===== config.mk =====
export PLATFORM = sky130hd
export DESIGN_NAME = oasp_sel
export DESIGN_NICKNAME = d
export VERILOG_FILES = /design/src/rtl/oasp_pkg.sv /design/src/rtl/oasp_sel.sv
export SDC_FILE = /design/constraint.sdc
export NUM_CORES = 1
export LEC_CHECK = 0
export ABC_AREA = 1
export BUFFER_PORTS_ARGS = -buffer_cell sky130_fd_sc_hd__buf_2
export CAP_MARGIN = 25
export CORE_ASPECT_RATIO = 0.9
export CORE_MARGIN = 2
export CORE_UTILIZATION = 50
export CTS_BUF_LIST = sky130_fd_sc_hd__clkbuf_4
export DETAILED_ROUTE_END_ITERATION = 6
export HOLD_SLACK_MARGIN = 0.06
export PLACE_DENSITY = 0.75
export SLEW_MARGIN = 20
export SYNTH_ARGS = -nofsm -noshare
export SYNTH_HDL_FRONTEND = slang
export SYNTH_SLANG_ARGS = --single-unit

===== constraint.sdc =====
create_clock -name clock -period 6.3 [get_ports clock]
set_input_delay 1.26 -clock clock [delete_from_list [all_inputs] [get_ports clock]]
set_output_delay 1.26 -clock clock [all_outputs]
set_load 0.02 [all_outputs]

===== src/rtl/oasp_pkg.sv =====
package oasp_pkg;

   localparam int ANGLE_STEPS_DEF = 1024;
   localparam int ANGLE_W         = 10;
   localparam int ANGLE_CODES     = 1 << ANGLE_W;
   localparam int PW              = 52;
   localparam int BW              = 48;
   localparam int AXIS_ONE        = 16384;

   localparam logic [63:0] TWO_PI_Q30 = 64'd6746518852;
   localparam logic [63:0] Q30_ONE    = 64'd1 << 30;

   typedef enum logic [1:0] {
      AXIS_BOX_X   = 2'd0,
      AXIS_BOX_Y   = 2'd1,
      AXIS_WORLD_X = 2'd2,
      AXIS_WORLD_Y = 2'd3
   } axis_type;

   typedef struct packed {
      logic signed [15:0] pos_x;
      logic signed [15:0] pos_y;
      logic [9:0]         angle_code;
      logic [11:0]        half_width;
      logic [11:0]        half_height;
      logic signed [15:0] wall_x;
      logic signed [15:0] wall_y;
      logic [15:0]        wall_width;
      logic [15:0]        wall_height;
   } req_type;

   typedef struct packed {
      logic signed [15:0] pos_x;
      logic signed [15:0] pos_y;
      logic signed [15:0] sin_v;
      logic signed [15:0] cos_v;
   } keep_type;

   typedef struct packed {
      logic signed [PW-1:0] ov;
      logic                 sgn;
   } axov_type;

   typedef struct packed {
      logic          collided;
      axis_type      axis;
      logic          sgn;
      logic [BW-1:0] best;
      keep_type      keep;
   } pick_type;

   // Q32 turn fraction in, Q1.14 sine out; evaluated at elaboration only
   function automatic logic signed [15:0] sin_turn(input logic [31:0] t_in);
      logic        neg;
      logic [31:0] t;
      logic [63:0] x;
      logic [63:0] x2;
      logic [63:0] r;
      logic [63:0] s;
      logic [63:0] q;
      neg = t_in[31];
      t = {1'b0, t_in[30:0]};
      if (t > 32'h4000_0000) begin
         t = 32'h8000_0000 - t;
      end
      x  = (64'(t) * TWO_PI_Q30) >> 32;
      x2 = (x * x) >> 30;
      r  = Q30_ONE;
      r  = Q30_ONE - ((x2 * r) >> 30) / 156;
      r  = Q30_ONE - ((x2 * r) >> 30) / 110;
      r  = Q30_ONE - ((x2 * r) >> 30) / 72;
      r  = Q30_ONE - ((x2 * r) >> 30) / 42;
      r  = Q30_ONE - ((x2 * r) >> 30) / 20;
      r  = Q30_ONE - ((x2 * r) >> 30) / 6;
      s  = (x * r) >> 30;
      q  = (s + (64'd1 << 15)) >> 16;
      if (q > 64'd16384) begin
         q = 64'd16384;
      end
      return neg ? -$signed(q[15:0]) : $signed(q[15:0]);
   endfunction

endpackage


===== src/rtl/oasp_sel.sv =====
module oasp_sel (
   input  logic               clock,
   input  logic               reset,
   input  logic               in_valid,
   input  oasp_pkg::axov_type axov [4],
   input  oasp_pkg::keep_type keep,
   output logic               out_valid,
   output oasp_pkg::pick_type pick
);

   localparam int PW = oasp_pkg::PW;
   localparam int BW = oasp_pkg::BW;

   // round 1: pairs, earlier axis kept on a tie
   logic                 v1_ff;
   oasp_pkg::keep_type   keep1_ff;
   logic                 coll_ff, coll_in;
   logic signed [PW-1:0] ova_ff, ovb_ff, ova_in, ovb_in;
   oasp_pkg::axis_type   axa_ff, axb_ff, axa_in, axb_in;
   logic                 sga_ff, sgb_ff, sga_in, sgb_in;
   logic                 take1, take3;

   assign coll_in = (axov[0].ov > 0) && (axov[1].ov > 0) && (axov[2].ov > 0)
                 && (axov[3].ov > 0);
   assign take1   = axov[1].ov < axov[0].ov;
   assign take3   = axov[3].ov < axov[2].ov;
   assign ova_in  = take1 ? axov[1].ov : axov[0].ov;
   assign sga_in  = take1 ? axov[1].sgn : axov[0].sgn;
   assign axa_in  = take1 ? oasp_pkg::AXIS_BOX_Y : oasp_pkg::AXIS_BOX_X;
   assign ovb_in  = take3 ? axov[3].ov : axov[2].ov;
   assign sgb_in  = take3 ? axov[3].sgn : axov[2].sgn;
   assign axb_in  = take3 ? oasp_pkg::AXIS_WORLD_Y : oasp_pkg::AXIS_WORLD_X;

   always_ff @(posedge clock) begin
      if (reset) begin
         v1_ff <= 1'b0;
      end else begin
         v1_ff <= in_valid;
      end
      keep1_ff <= keep;
      coll_ff  <= coll_in;
      ova_ff <= ova_in;  ovb_ff <= ovb_in;
      axa_ff <= axa_in;  axb_ff <= axb_in;
      sga_ff <= sga_in;  sgb_ff <= sgb_in;
   end

   // round 2: final
   logic               v2_ff;
   oasp_pkg::pick_type pick_ff, pick_in;
   logic               takeb;

   assign takeb            = ovb_ff < ova_ff;
   assign pick_in.collided = coll_ff;
   assign pick_in.axis     = takeb ? axb_ff : axa_ff;
   assign pick_in.sgn      = takeb ? sgb_ff : sga_ff;
   assign pick_in.best     = takeb ? ovb_ff[BW-1:0] : ova_ff[BW-1:0];
   assign pick_in.keep     = keep1_ff;

   always_ff @(posedge clock) begin
      if (reset) begin
         v2_ff <= 1'b0;
      end else begin
         v2_ff <= v1_ff;
      end
      pick_ff <= pick_in;
   end

   assign out_valid = v2_ff;
   assign pick      = pick_ff;

endmodule


Word level (Yosys, flattened, before mapping)
Cells that the tools add are included.

Order comparisons: 7. Muxes and demuxes: 9. Reductions and logical operators: 3.

Operators with widths (count): greater-than comparator 52 x 1 -> 1 bit, second input constant (4); < comparator 52 bit (3); two-way mux 52 bit (2); two-way mux 48 bit (1); two-way mux 1 bit (5); logical AND 1 bit (3); two-way mux 2 bit (1).

Register bits: 292. Bits of input ports: 279. Output and inout port bits: 117. Word-level logic and storage cells: 40.

Depth between registers and ports, before layout
Depth after elaboration: 4. Depth in mapped cells: 16.

Worst setup path before layout
Ideal clock, no wire load.

Path type: input to register. From: in axov[105] in the netlist's numbering. To: reg ovb_ff[10]. Arrival: 2.786 ns. Required time: 6.187 ns. Slack: 3.401 ns. Cell stages on the path: 13. Cell sequence: inv_1 ha_1 clkbuf_2 nand4_1 nor2_1 nand2_1 nor3_1 nand2_1 nand2_2 nand2_2 buf_6 nand3_1 nand2_1.

Word-level cells in the longest chain between the ends: 2.

Ends and longest elaborated chain: start: declaration (line oasp_sel.sv:5) `input oasp_pkg::axov_type axov [4],`; < comparator 52 bit (line oasp_sel.sv:26) `assign take3 = axov[3].ov < axov[2].ov;`; two-way mux 52 bit (line oasp_sel.sv:30) `assign ovb_in = take3 ? axov[3].ov : axov[2].ov;`; named net ovb_in[10] (line oasp_sel.sv:18) `logic signed [PW-1:0] ova_ff, ovb_ff, ova_in, ovb_in;`; end signal: assignment (line oasp_sel.sv:42) `ova_ff <= ova_in; ovb_ff <= ovb_in;`; end: declaration (line oasp_sel.sv:18).

The timed path passes the listed nets, and every way through them passes these cells. A chain may end at the register's enable or synchronous reset.

Final worst setup path
From: in axov[211] in the netlist's numbering. To: reg ova_ff[11].

Word-level cells in the longest chain between the ends: 2.

Ends and longest elaborated chain: < comparator 52 bit (line oasp_sel.sv:25) `assign take1 = axov[1].ov < axov[0].ov;`; two-way mux 52 bit (line oasp_sel.sv:27) `assign ova_in = take1 ? axov[1].ov : axov[0].ov;`; named net ova_in[11] (line oasp_sel.sv:18); end signal: assignment (line oasp_sel.sv:42); end: declaration (line oasp_sel.sv:18).

The timed path passes the listed nets, and every way through them passes these cells.

==> summary by stage <==
Run status
The run finished with clean final reports.

Die
The floorplan has 56 rows. The vertical die dimension is 157 um. The core region is approximately 0.026 mm2. Once the floorplan was initialized, standard cells occupied 50.6% of the core.

The die width is 174 um. The number of primary I/O pins is a little under 400. The floorplan die area is 0.0275 mm2.

Power and ir drop
Total power for the finished layout comes to 5.57 mW. The leakage component of the power is 9.11 nW. The worst-case IR drop observed on VDD is 0.000158 V. Power spread over the standard cell area amounts to 341 mW/mm2.

STA
In this run the tightest slew margin relative to its limit is 32.3%. Setup violations remaining at the end of the flow were counted as 0. The number of max-slew violations in the final report is 0.

The tightest hold path in the finished design has a slack of 0.291 ns. The final count of hold timing violations is 0. The clock period minus worst slack is 3.20 ns. After routing, the total negative slack on setup checks comes to 0 ns. Once routing completed, OpenROAD measured the worst setup slack at ~3.1 ns. Across the routed clock network, the largest skew measured is 0.0402 ns. The actual transition at the worst max-transition pin is just over 1 ns.

The highest achievable clock rate is approximately 310 MHz. The part of the cycle the worst path needs is 50.9%. Setup repair after global routing left no endpoint under its margin.

Worst hold path
The class of the most critical hold timing path is flip-flop to flip-flop. The worst hold path begins at keep1_ff[34]$_DFF_P_.

Finish
Leaving out fill and tap cells, the most frequent cell in the layout is sky130_fd_sc_hd__buf_2. The cell area after layout is 0.0163 mm2. The area growth from synthesis to layout is 24.8%. Excluding fillers, the count of instances in the completed layout stands at 2444.

The count of fill cells added during filler insertion is 2345. The final standard cell utilization of the core is 63.1%. The post-route netlist has about a quarter of its cells at a drive strength greater than 1. In the layout the commonest cells are 395 x sky130_fd_sc_hd__buf_2, 344 x sky130_fd_sc_hd__nand2_1, 321 x sky130_fd_sc_hd__nand3_1, 291 x sky130_fd_sc_hd__dfxtp_1, 212 x sky130_fd_sc_hd__inv_1. In the final design database the tool counted 2468 nets.

Yosys
Counting flops and latches in the post-synthesis netlist gives ~290. In this run, distinct cell masters in the synthesized netlist total 22. Sequential elements use 44.6% of the synthesized area. The number of synthesis warnings is 0.

The synthesized instance count is 1618. A synthesized cell averages 8.08 um2. The post-synthesis net count is 2050. The total standard cell area after synthesis is 0.0131 mm2.

Global route
The global-route congestion overflow total is 0. The total routing usage reported by global routing is 28.1%. The number of antenna violations at the first check in global routing is 4.

The largest net degree at the start of global routing is 54. The number of global-route vias before repair is 11700. The first-pass GRT wire length is just over 60000 um.

Clock network
The deepest clock path buffer count is 3. The clock buffer count from CTS is 73. The clock transition at the registers of the reported paths is 0.07 ns.

Once the clock tree was built, the resizer swapped 0 gates to a different size. The insertion delay of the later-clocked pin in the worst-skew pair is 0.67 ns. CTS saw between 200 and 300 sinks. Buffers added to address setup during post-CTS repair amount to 0. The clock tree root driver cell is sky130_fd_sc_hd__clkbuf_4.

CTS built an H-tree with a depth of 3. The clock tree from TritonCTS is built. The post-cts hold buffer count is 0.

Place
The number of port buffers is 395. Routability-driven placement finished with a final weighted congestion of about 0.93. The number of instances in the placed design is 2306.

Detailed placement finished with a half-perimeter wire length of between 30000 and 40000 um. The standard cell area after detailed placement is 0.0153 mm2. The setup slack at placement is 2.42 ns.

Routing
Across all layers, the routed design uses 12600 vias. The post-detailed-route wirelength per cell is 16.4 um. In this run, the number of DRC markers left after iteration 0 of detailed routing was 866.

The number of nets with antenna violations after routing is 0. For this run, the detailed router's first-pass iteration total came to 5. After detailed routing, the total wire length is around 40000 um.

The routed via count divided by cell count is between 5 and 6. The number of remaining DRC errors is 0.

Run
The total of max-cap violations is 0.

Worst setup path
The most critical setup path has its startpoint at axov[211]. Of all nets on the critical path, the largest fanout is 52. The start-to-end type of the worst setup path is input port to flip-flop. The data required time at the worst endpoint is 6.83 ns. STA classifies the critical path startpoint as an input port. The worst register-to-register path begins at ovb_ff[33]$_DFF_P_. STA puts the critical path data arrival time at 3.74 ns.

The endpoint kind of the worst setup timing path is a flip-flop.
## worst paths after layout
path | cells past startpoint | end | slack, ns
setup / recovery | 14 | ova_ff[11]$_DFF_P_ | 3.10
hold / removal | 0 | pick[34]$_DFF_P_ | 0.29
setup reg to reg | 12 | pick[112]$_DFF_P_ | 3.18
hold reg to reg | 0 | pick[34]$_DFF_P_ | 0.29
## critical path, stage by stage
cell,delay (ns)
sky130_fd_sc_hd__buf_2,0.14
sky130_fd_sc_hd__inv_1,0.07
sky130_fd_sc_hd__ha_1,0.39
sky130_fd_sc_hd__nand2_1,0.12
sky130_fd_sc_hd__nor2_2,0.13
sky130_fd_sc_hd__nand2_1,0.08
sky130_fd_sc_hd__nor2_2,0.15
sky130_fd_sc_hd__nand2_1,0.07
sky130_fd_sc_hd__nor2_1,0.08
sky130_fd_sc_hd__nand2_1,0.13
sky130_fd_sc_hd__nand3_2,0.15
sky130_fd_sc_hd__nand2_2,0.59
sky130_fd_sc_hd__nand3_1,0.27
sky130_fd_sc_hd__nand2_1,0.07
## sequential cells by signal, indices dropped and copies added, names as in the netlist, 52 cells and up
name      flops
pick        116
ova_ff       52
ovb_ff       52
keep1_ff     64
## where the power goes
group	internal, mW	switching (mW)	total (mW)
logic	0.574	1.02	1.60
clock network	0.885	0.746	1.63
registers	2.17	0.169	2.34
## cells in the mapped netlist
library cell / number / area [um2]
sky130_fd_sc_hd__nor4_1: 43 / 269
sky130_fd_sc_hd__ha_1: 153 / 1910
sky130_fd_sc_hd__and2_0: 1 / 6.26
sky130_fd_sc_hd__buf_4: 6 / 45.0
sky130_fd_sc_hd__nand2_2: 5 / 31.3
sky130_fd_sc_hd__o21ai_0: 16 / 80.1
sky130_fd_sc_hd__nand3b_1: 2 / 15.0
sky130_fd_sc_hd__buf_2: 49 / 245
sky130_fd_sc_hd__nand3_1: 323 / 1620
sky130_fd_sc_hd__nor2_2: 3 / 18.8
sky130_fd_sc_hd__a21oi_1: 59 / 295
sky130_fd_sc_hd__clkbuf_2: 1 / 5.00
sky130_fd_sc_hd__inv_1: 212 / 796
sky130_fd_sc_hd__nor2_1: 51 / 191
sky130_fd_sc_hd__o21a_1: 5 / 37.5
sky130_fd_sc_hd__nand3_2: 5 / 50.1
sky130_fd_sc_hd__nor3_1: 2 / 10.0
sky130_fd_sc_hd__nand4_1: 34 / 213
sky130_fd_sc_hd__dfxtp_1: 291 / 5830
sky130_fd_sc_hd__a21o_1: 8 / 60.1
sky130_fd_sc_hd__buf_6: 5 / 56.3
sky130_fd_sc_hd__nand2_1: 344 / 1290
## area by class of cell
type                       count  area (um2)  share of cell area, %
antenna                        6        15.0                 0.0920
clock buffer                 103         773                   4.74
clock inverter                26         194                   1.19
inverter                     212         796                   4.88
multi-input combinational   1054        6110                   37.4
sequential                   291        5830                   35.7
tap                          348         435                   2.67
timing repair buffer         404        2170                   13.3
## metal layers
metal | vias up | wire [um] | global-route usage (%)
li1 | 6256 | - | -
met1 | 5726 | 17200 | 35.9
met2 | 502 | 18300 | 45.4
met3 | 77 | 3150 | 6.98
met4 | 0 | 1350 | 11.9
met5 | - | 0 | 0
## logic make-up after synthesis
| group | synth area share, % |
|---|---|
| and+or+nand+nor | 28.4 |
| DFF | 44.6 |
| buffers and inverters | 8.78 |
| adders and majority gates | 14.6 |
| AOI/OAI and AO/OA | 3.62 |
No activity file was read; power rests on OpenSTA's default activity.
