===== src/rtl/oasp_pkg.sv =====
package oasp_pkg;

   localparam int ANGLE_STEPS_DEF = 1024;
   localparam int ANGLE_W         = 10;
   localparam int ANGLE_CODES     = 1 << ANGLE_W;
   localparam int PW              = 52;
   localparam int BW              = 48;
   localparam int AXIS_ONE        = 16384;

   localparam logic [63:0] TWO_PI_Q30 = 64'd6746518852;
   localparam logic [63:0] Q30_ONE    = 64'd1 << 30;

   typedef enum logic [1:0] {
      AXIS_BOX_X   = 2'd0,
      AXIS_BOX_Y   = 2'd1,
      AXIS_WORLD_X = 2'd2,
      AXIS_WORLD_Y = 2'd3
   } axis_type;

   typedef struct packed {
      logic signed [15:0] pos_x;
      logic signed [15:0] pos_y;
      logic [9:0]         angle_code;
      logic [11:0]        half_width;
      logic [11:0]        half_height;
      logic signed [15:0] wall_x;
      logic signed [15:0] wall_y;
      logic [15:0]        wall_width;
      logic [15:0]        wall_height;
   } req_type;

   typedef struct packed {
      logic signed [15:0] pos_x;
      logic signed [15:0] pos_y;
      logic signed [15:0] sin_v;
      logic signed [15:0] cos_v;
   } keep_type;

   typedef struct packed {
      logic signed [PW-1:0] ov;
      logic                 sgn;
   } axov_type;

   typedef struct packed {
      logic          collided;
      axis_type      axis;
      logic          sgn;
      logic [BW-1:0] best;
      keep_type      keep;
   } pick_type;

   // Q32 turn fraction in, Q1.14 sine out; evaluated at elaboration only
   function automatic logic signed [15:0] sin_turn(input logic [31:0] t_in);
      logic        neg;
      logic [31:0] t;
      logic [63:0] x;
      logic [63:0] x2;
      logic [63:0] r;
      logic [63:0] s;
      logic [63:0] q;
      neg = t_in[31];
      t = {1'b0, t_in[30:0]};
      if (t > 32'h4000_0000) begin
         t = 32'h8000_0000 - t;
      end
      x  = (64'(t) * TWO_PI_Q30) >> 32;
      x2 = (x * x) >> 30;
      r  = Q30_ONE;
      r  = Q30_ONE - ((x2 * r) >> 30) / 156;
      r  = Q30_ONE - ((x2 * r) >> 30) / 110;
      r  = Q30_ONE - ((x2 * r) >> 30) / 72;
      r  = Q30_ONE - ((x2 * r) >> 30) / 42;
      r  = Q30_ONE - ((x2 * r) >> 30) / 20;
      r  = Q30_ONE - ((x2 * r) >> 30) / 6;
      s  = (x * r) >> 30;
      q  = (s + (64'd1 << 15)) >> 16;
      if (q > 64'd16384) begin
         q = 64'd16384;
      end
      return neg ? -$signed(q[15:0]) : $signed(q[15:0]);
   endfunction

endpackage


===== src/rtl/oasp_push.sv =====
module oasp_push (
   input  logic               clock,
   input  logic               reset,
   input  logic               in_valid,
   input  oasp_pkg::pick_type pick,
   output logic               out_valid,
   output logic signed [15:0] new_x,
   output logic signed [15:0] new_y,
   output logic               collided,
   output logic [1:0]         min_axis,
   output logic [15:0]        push_depth
);

   localparam int BW = oasp_pkg::BW;
   localparam int HB = BW / 2;

   function automatic logic signed [15:0] sat16(input logic signed [24:0] v);
      if (v > 25'sd32767) begin
         return 16'sh7fff;
      end else if (v < -25'sd32768) begin
         return 16'sh8000;
      end
      return v[15:0];
   endfunction

   // step 1: signed axis components, depth rounding
   logic               v1_ff;
   oasp_pkg::pick_type pick1_ff;
   logic signed [15:0] cx_ff, cy_ff, cx_in, cy_in;
   logic signed [15:0] ux, uy;
   logic [15:0]        dep_ff, dep_in;
   logic [BW-28:0]     dr;

   always_comb begin
      case (pick.axis)
         oasp_pkg::AXIS_BOX_X: begin
            ux = pick.keep.cos_v;
            uy = pick.keep.sin_v;
         end
         oasp_pkg::AXIS_BOX_Y: begin
            ux = -pick.keep.sin_v;
            uy = pick.keep.cos_v;
         end
         oasp_pkg::AXIS_WORLD_X: begin
            ux = 16'(oasp_pkg::AXIS_ONE);
            uy = 16'sd0;
         end
         oasp_pkg::AXIS_WORLD_Y: begin
            ux = 16'sd0;
            uy = 16'(oasp_pkg::AXIS_ONE);
         end
         default: begin
            ux = 16'sd0;
            uy = 16'sd0;
         end
      endcase
   end

   assign cx_in  = pick.sgn ? ux : -ux;
   assign cy_in  = pick.sgn ? uy : -uy;
   assign dr     = (BW-27)'((pick.best + (BW'(1) << 27)) >> 28);
   assign dep_in = (dr > (BW-27)'(16'hffff)) ? 16'hffff : dr[15:0];

   always_ff @(posedge clock) begin
      if (reset) begin
         v1_ff <= 1'b0;
      end else begin
         v1_ff <= in_valid;
      end
      pick1_ff <= pick;
      cx_ff    <= cx_in;
      cy_ff    <= cy_in;
      dep_ff   <= dep_in;
   end

   // step 2: partial products over the two halves of the depth
   logic               v2_ff;
   oasp_pkg::pick_type pick2_ff;
   logic [15:0]        dep2_ff;
   logic signed [HB+16:0] plx_ff, phx_ff, ply_ff, phy_ff;
   logic signed [HB+16:0] plx_in, phx_in, ply_in, phy_in;

   assign plx_in = cx_ff * $signed({1'b0, pick1_ff.best[HB-1:0]});
   assign phx_in = cx_ff * $signed({1'b0, pick1_ff.best[BW-1:HB]});
   assign ply_in = cy_ff * $signed({1'b0, pick1_ff.best[HB-1:0]});
   assign phy_in = cy_ff * $signed({1'b0, pick1_ff.best[BW-1:HB]});

   always_ff @(posedge clock) begin
      if (reset) begin
         v2_ff <= 1'b0;
      end else begin
         v2_ff <= v1_ff;
      end
      pick2_ff <= pick1_ff;
      dep2_ff  <= dep_ff;
      plx_ff <= plx_in;  phx_ff <= phx_in;  ply_ff <= ply_in;  phy_ff <= phy_in;
   end

   // step 3: recombine, round half up at 2^-42
   logic               v3_ff;
   oasp_pkg::pick_type pick3_ff;
   logic [15:0]        dep3_ff;
   logic signed [65:0] vx, vy;
   logic signed [23:0] dx_ff, dy_ff, dx_in, dy_in;

   assign vx    = (66'(phx_ff) <<< HB) + 66'(plx_ff) + (66'sd1 <<< 41);
   assign vy    = (66'(phy_ff) <<< HB) + 66'(ply_ff) + (66'sd1 <<< 41);
   assign dx_in = vx[65:42];
   assign dy_in = vy[65:42];

   always_ff @(posedge clock) begin
      if (reset) begin
         v3_ff <= 1'b0;
      end else begin
         v3_ff <= v2_ff;
      end
      pick3_ff <= pick2_ff;
      dep3_ff  <= dep2_ff;
      dx_ff    <= dx_in;
      dy_ff    <= dy_in;
   end

   // step 4: apply and saturate
   logic               v4_ff;
   logic signed [15:0] nx_ff, ny_ff, nx_in, ny_in;
   logic               col_ff;
   logic [1:0]         ax_ff, ax_in;
   logic [15:0]        dep4_ff, dep4_in;
   logic signed [24:0] sx, sy;

   assign sx      = 25'(pick3_ff.keep.pos_x) + 25'(dx_ff);
   assign sy      = 25'(pick3_ff.keep.pos_y) + 25'(dy_ff);
   assign nx_in   = pick3_ff.collided ? sat16(sx) : pick3_ff.keep.pos_x;
   assign ny_in   = pick3_ff.collided ? sat16(sy) : pick3_ff.keep.pos_y;
   assign ax_in   = pick3_ff.collided ? pick3_ff.axis : oasp_pkg::AXIS_BOX_X;
   assign dep4_in = pick3_ff.collided ? dep3_ff : 16'd0;

   always_ff @(posedge clock) begin
      if (reset) begin
         v4_ff <= 1'b0;
      end else begin
         v4_ff <= v3_ff;
      end
      nx_ff   <= nx_in;
      ny_ff   <= ny_in;
      col_ff  <= pick3_ff.collided;
      ax_ff   <= ax_in;
      dep4_ff <= dep4_in;
   end

   assign out_valid  = v4_ff;
   assign new_x      = nx_ff;
   assign new_y      = ny_ff;
   assign collided   = col_ff;
   assign min_axis   = ax_ff;
   assign push_depth = dep4_ff;

endmodule


===== config.mk =====
export PLATFORM = sky130hd
export DESIGN_NAME = oasp_push
export DESIGN_NICKNAME = d
export VERILOG_FILES = /design/src/rtl/oasp_pkg.sv /design/src/rtl/oasp_push.sv
export SDC_FILE = /design/constraint.sdc
export NUM_CORES = 2
export LEC_CHECK = 0
export BUFFER_PORTS_ARGS = -buffer_cell sky130_fd_sc_hd__buf_2
export CORE_ASPECT_RATIO = 1.1
export CORE_MARGIN = 2
export CORE_UTILIZATION = 55
export DETAILED_ROUTE_END_ITERATION = 8
export PLACE_DENSITY = 0.72
export RECOVER_POWER = 100
export SYNTH_ARGS = -nofsm -noshare
export SYNTH_HDL_FRONTEND = slang
export SYNTH_SLANG_ARGS = --single-unit

===== constraint.sdc =====
create_clock -name clock -period 10.05 [get_ports clock]
set_input_delay 2.01 -clock clock [delete_from_list [all_inputs] [get_ports clock]]
set_output_delay 2.01 -clock clock [all_outputs]
set_load 0.02 [all_outputs]

# Word level (Yosys, flattened, before mapping)
# Index checks and enable logic that the tools add are counted.
# word_totals
input_bits,119
elab_cells,72
reg_bits,500
output_inout_bits,52
# classes
addsub,10
muxes,16
n_mul,4
eq_ne,3
n_reduce_logical,1
order_cmp,5
# ops
operator,n
$mul 16x25->41,4
$mux 16,10
$add 65x41->66,2
$add 66x43->66 const B,2
$pmux 16 s4,2
$add 16x24->25,2
$gt 25x16->1 const B,2
$lt 25x16->1 const B,2
$add 48x28->48 const B,1
$neg 16->16,3
$gt 20x16->1 const B,1
$eq 2x2->1 const B,2
$mux 1,4
$eq 2x1->1 const B,1
$logic_not 2->1,1

# Logic depth before layout (Yosys ltp)
# depth
depth_word,6
mapped_depth,26
depth_no_buf,24

# Worst setup path after synthesis
# No wires, ideal clock.
# synth_timing
path_type,register to register
startpoint,register cx_ff[7]
endpoint,register phx_ff[40]
path_stages_with_launch,24
slack_ns,3.391
arrival_time_ns,6.587
setup_time_ns,0.072
required_ns,9.978
n_path_buf,2
path_cell_list,dfxtp_1 clkbuf_1 clkbuf_1 nand2_1 fa_1 inv_1 fa_1 fa_1 fa_1 fa_1 inv_1 fa_1 inv_1 ha_1 a21o_1 a21o_1 a21o_1 a221o_1 a21o_1 a311o_1 a41oi_1 o21ai_0 a221oi_1 xnor2_1
# synth_between
elab_chain_cells,1
# synth_rtl
element,line_no,rtl
"start, declared",oasp_push.sv:29,"logic signed [15:0] cx_ff, cy_ff, cx_in, cy_in;"
"start signal, assigned",oasp_push.sv:71,cx_ff <= cx_in;
$mul 16x25->41,oasp_push.sv:84,"assign phx_in = cx_ff * $signed({1'b0, pick1_ff.best[BW-1:HB]});"
net phx_in[40],oasp_push.sv:81,"logic signed [HB+16:0] plx_in, phx_in, ply_in, phy_in;"
"end signal, assigned",oasp_push.sv:96,plx_ff <= plx_in; phx_ff <= phx_in; ply_ff <= ply_in; phy_ff <= phy_in;
"end, declared",oasp_push.sv:80,"logic signed [HB+16:0] plx_ff, phx_ff, ply_ff, phy_ff;"
# The timed path passes the listed nets, and every way through them passes these cells.
# A chain may end at the register's enable or synchronous reset.

# Final worst setup path
# layout_timing
startpoint,register cy_ff[1]
endpoint,register phy_ff[36]
# layout_between
elab_chain_cells,1
# layout_rtl
element,line_no,rtl
"start, declared",oasp_push.sv:29,
"start signal, assigned",oasp_push.sv:72,cy_ff <= cy_in;
$mul 16x25->41,oasp_push.sv:86,"assign phy_in = cy_ff * $signed({1'b0, pick1_ff.best[BW-1:HB]});"
net phy_in[36],oasp_push.sv:81,
"end signal, assigned",oasp_push.sv:96,
"end, declared",oasp_push.sv:80,
# The timed path passes the listed nets, and every way through them passes these cells.

==> metrics <==
status=complete, but fails checks; failing checks=capacitance limit, slew limit; die width=338 µm; filler cell count=10607; Max clock buf depth=3; grt total ovfl=0; WS Path Type=reg -> reg; global-route wire length before repair=278000 µm; # IOs=171; Async S/R FF share, synth=0%; prevailing post-synth register cell=dfxtp_1; antenna-violating nets left=0; clock skew=0.0547 ns; clock slew at reported path FFs=0.06 ns; vias in the first global route=53281; Fin. Hold Viols=0; CTS H-tree depth=2; row cnt=134; largest net degree at the start of global routing=49; RSZ-0062 raised after global routing=false; number of iterations in the first detailed-routing pass=5; Die Height=371 µm; Root Driver=clkbuf_16; EDFF count, synth=0; HPWL Detailed=132000 µm; R2R cell count=22; Post-CTS Hold Fix Bufs=0; Core Region=0.121 mm²; Hold WC Path Type=reg -> reg; post-synthesis sequential area ratio=13.4%; CTS tree=built; worst path arrival time=9.07 ns; Area Growth Syn to Fin=6.11%; TNS Setup=0 ns; min-delay src=pick1_ff[61]; Synth cell types=73; Post-Synthesis Cells=7378; Avg Inst Size Synth=9.12 µm²; nets=9463; fin util=58.8%; Net Count, Synth=9477; CP required=10.61 ns; Synthesis Warnings=0; register bit total from synthesis=452; pins over their slew limit=174; CP Launch Type=flop; CP Capture Type=flop; GRT Total Usage=28.4%; Post-CTS Resized=0; synthesized cell area=0.0673 mm²; die area=0.125 mm²; multi-input logic area=0.0510 mm²; Tcrit/Tclk final=84.7%; fin crit period=8.51 ns; vias after detailed routing=49172; Reg-to-Reg Start=cy_ff[1]; Critical Path Fanout Max=25; DR vias/cell=5.44; share of cells above drive strength 1=4.25%; drt drc=0; Inserted Clock Buffers=53; Slew @ Worst Pin=2.22 ns; register area=0.00907 mm²; max_cap viols=5; CTS sink count=452; FMAX=0.117 GHz; wire per inst=19.1 µm; GP Congestion=0.927; Initial DRC Count=3039; most frequent cells in the layout=1583 x inv_1, 1224 x fa_1, 889 x nand2_1, 756 x ha_1, 659 x and2_1; most common cell after layout, fill and taps aside=inv_1; worst hold path depth=0; buffer count from post-CTS setup fixing=0; starting density of the core=55.5%; slew margin rel.=-48.0%; final WL=172000 µm; endpoints failing setup=0; initial antenna violation count=3; clk_lat worst skew=0.68 ns; Crit. Startpoint=cy_ff[1]; port buffer count=170
[worst paths after layout]
kind	slack, ns	to
setup reg to reg	1.54	phy_ff[36]
hold reg to reg	0.32	pick2_ff[61]
setup / recovery	1.54	phy_ff[36]
hold / removal	0.32	pick2_ff[61]
[layout make-up]
cell class / count / share of cell area [%]
clock inverters: 30 / 0.641
inverters: 1584 / 8.32
clock buffers: 66 / 2.01
repair buffers: 268 / 2.07
flip-flops and latches: 452 / 12.7
multi-input cells: 5005 / 71.4
well taps: 1632 / 2.86
diodes: 1 / 0.00350
[critical path, cell delays in order, from the launching register on]
cell	delay, ns
dfxtp_1	1.09
clkbuf_1	0.99
nand2_1	0.20
fa_1	0.58
fa_1	0.49
fa_1	0.56
inv_1	0.06
fa_1	0.49
fa_1	0.49
inv_1	0.05
fa_1	0.47
inv_1	0.04
ha_1	0.33
a21oi_1	0.16
o21bai_1	0.07
a21oi_1	0.17
o21ai_0	0.11
a31oi_1	0.42
nor2_1	0.12
o41ai_1	0.70
nor3_1	0.18
o41ai_1	0.41
xnor2_1	0.17
[metal layers]
metal / wire (µm) / GRT usage (%) / share of wire (%) / vias up
li1: - / - / - / 22290
met1: 66200 / 34.4 / 38 / 24542
met2: 84200 / 49.2 / 49 / 1885
met3: 12600 / 4.58 / 7.3 / 453
met4: 9160 / 13.4 / 5.3 / 2
met5: 13 / 0 / 0.0075 / -
[cell usage after synthesis (28+ instances only)]
cell / number / share of area (%)
a211oi_1: 30 / 0.33
a21o_1: 112 / 1.2
a21oi_1: 193 / 1.4
and2_1: 683 / 6.3
and3_1: 37 / 0.34
clkbuf_1: 324 / 1.8
dfxtp_1: 452 / 13
fa_1: 1224 / 36
ha_1: 756 / 14
inv_1: 1584 / 8.8
mux2i_1: 30 / 0.45
nand2_1: 889 / 5.0
nand2b_1: 55 / 0.51
nand3_1: 38 / 0.28
nand4_1: 28 / 0.26
nor2_1: 249 / 1.4
nor3_1: 52 / 0.39
o21a_1: 39 / 0.43
o21ai_0: 74 / 0.55
xnor2_1: 146 / 1.9
xor2_1: 91 / 1.2
[logic make-up after synthesis]
| family | count (synthesis) | share of synthesized area (%) |
|---|---|---|
| muxes | 34 | 0.513 |
| buffers and inverters | 1921 | 10.8 |
| adders and majority gates | 1980 | 50.5 |
| DFF | 452 | 13.4 |
| AOI/OAI and AO/OA | 634 | 6.32 |
| xor gates and xnor gates | 237 | 3.08 |
| and+or+nand+nor | 2120 | 15.4 |
[flip-flops by register name, summed over array words and instances, names as in the netlist, 2 cells and up]
name        cells
push_depth     16
dx_ff          24
dy_ff          24
dep2_ff        16
plx_ff         17
dep3_ff        16
new_x          16
cx_ff          16
cy_ff          16
pick2_ff       35
new_y          16
pick1_ff       83
phy_ff         41
dep_ff         16
phx_ff         41
pick3_ff       35
min_axis        2
ply_ff         17
[stage by stage]
stage,area [µm²],hold slack [ns],instances,setup slack (ns)
4_1_cts,71600,0.325,9037,2.27
3_5_place_dp,69700,0.312,8941,2.36
6_report,71400,0.325,9038,1.54
2_1_floorplan,67300,0.310,7378,3.39
5_1_grt,71400,0.326,9037,1.01
3_3_place_gp,69700,0.311,8941,2.46
Power is left out: the tool's default activity adds up to more than one toggle a clock period on the data nets, which glitch-free logic cannot reach.
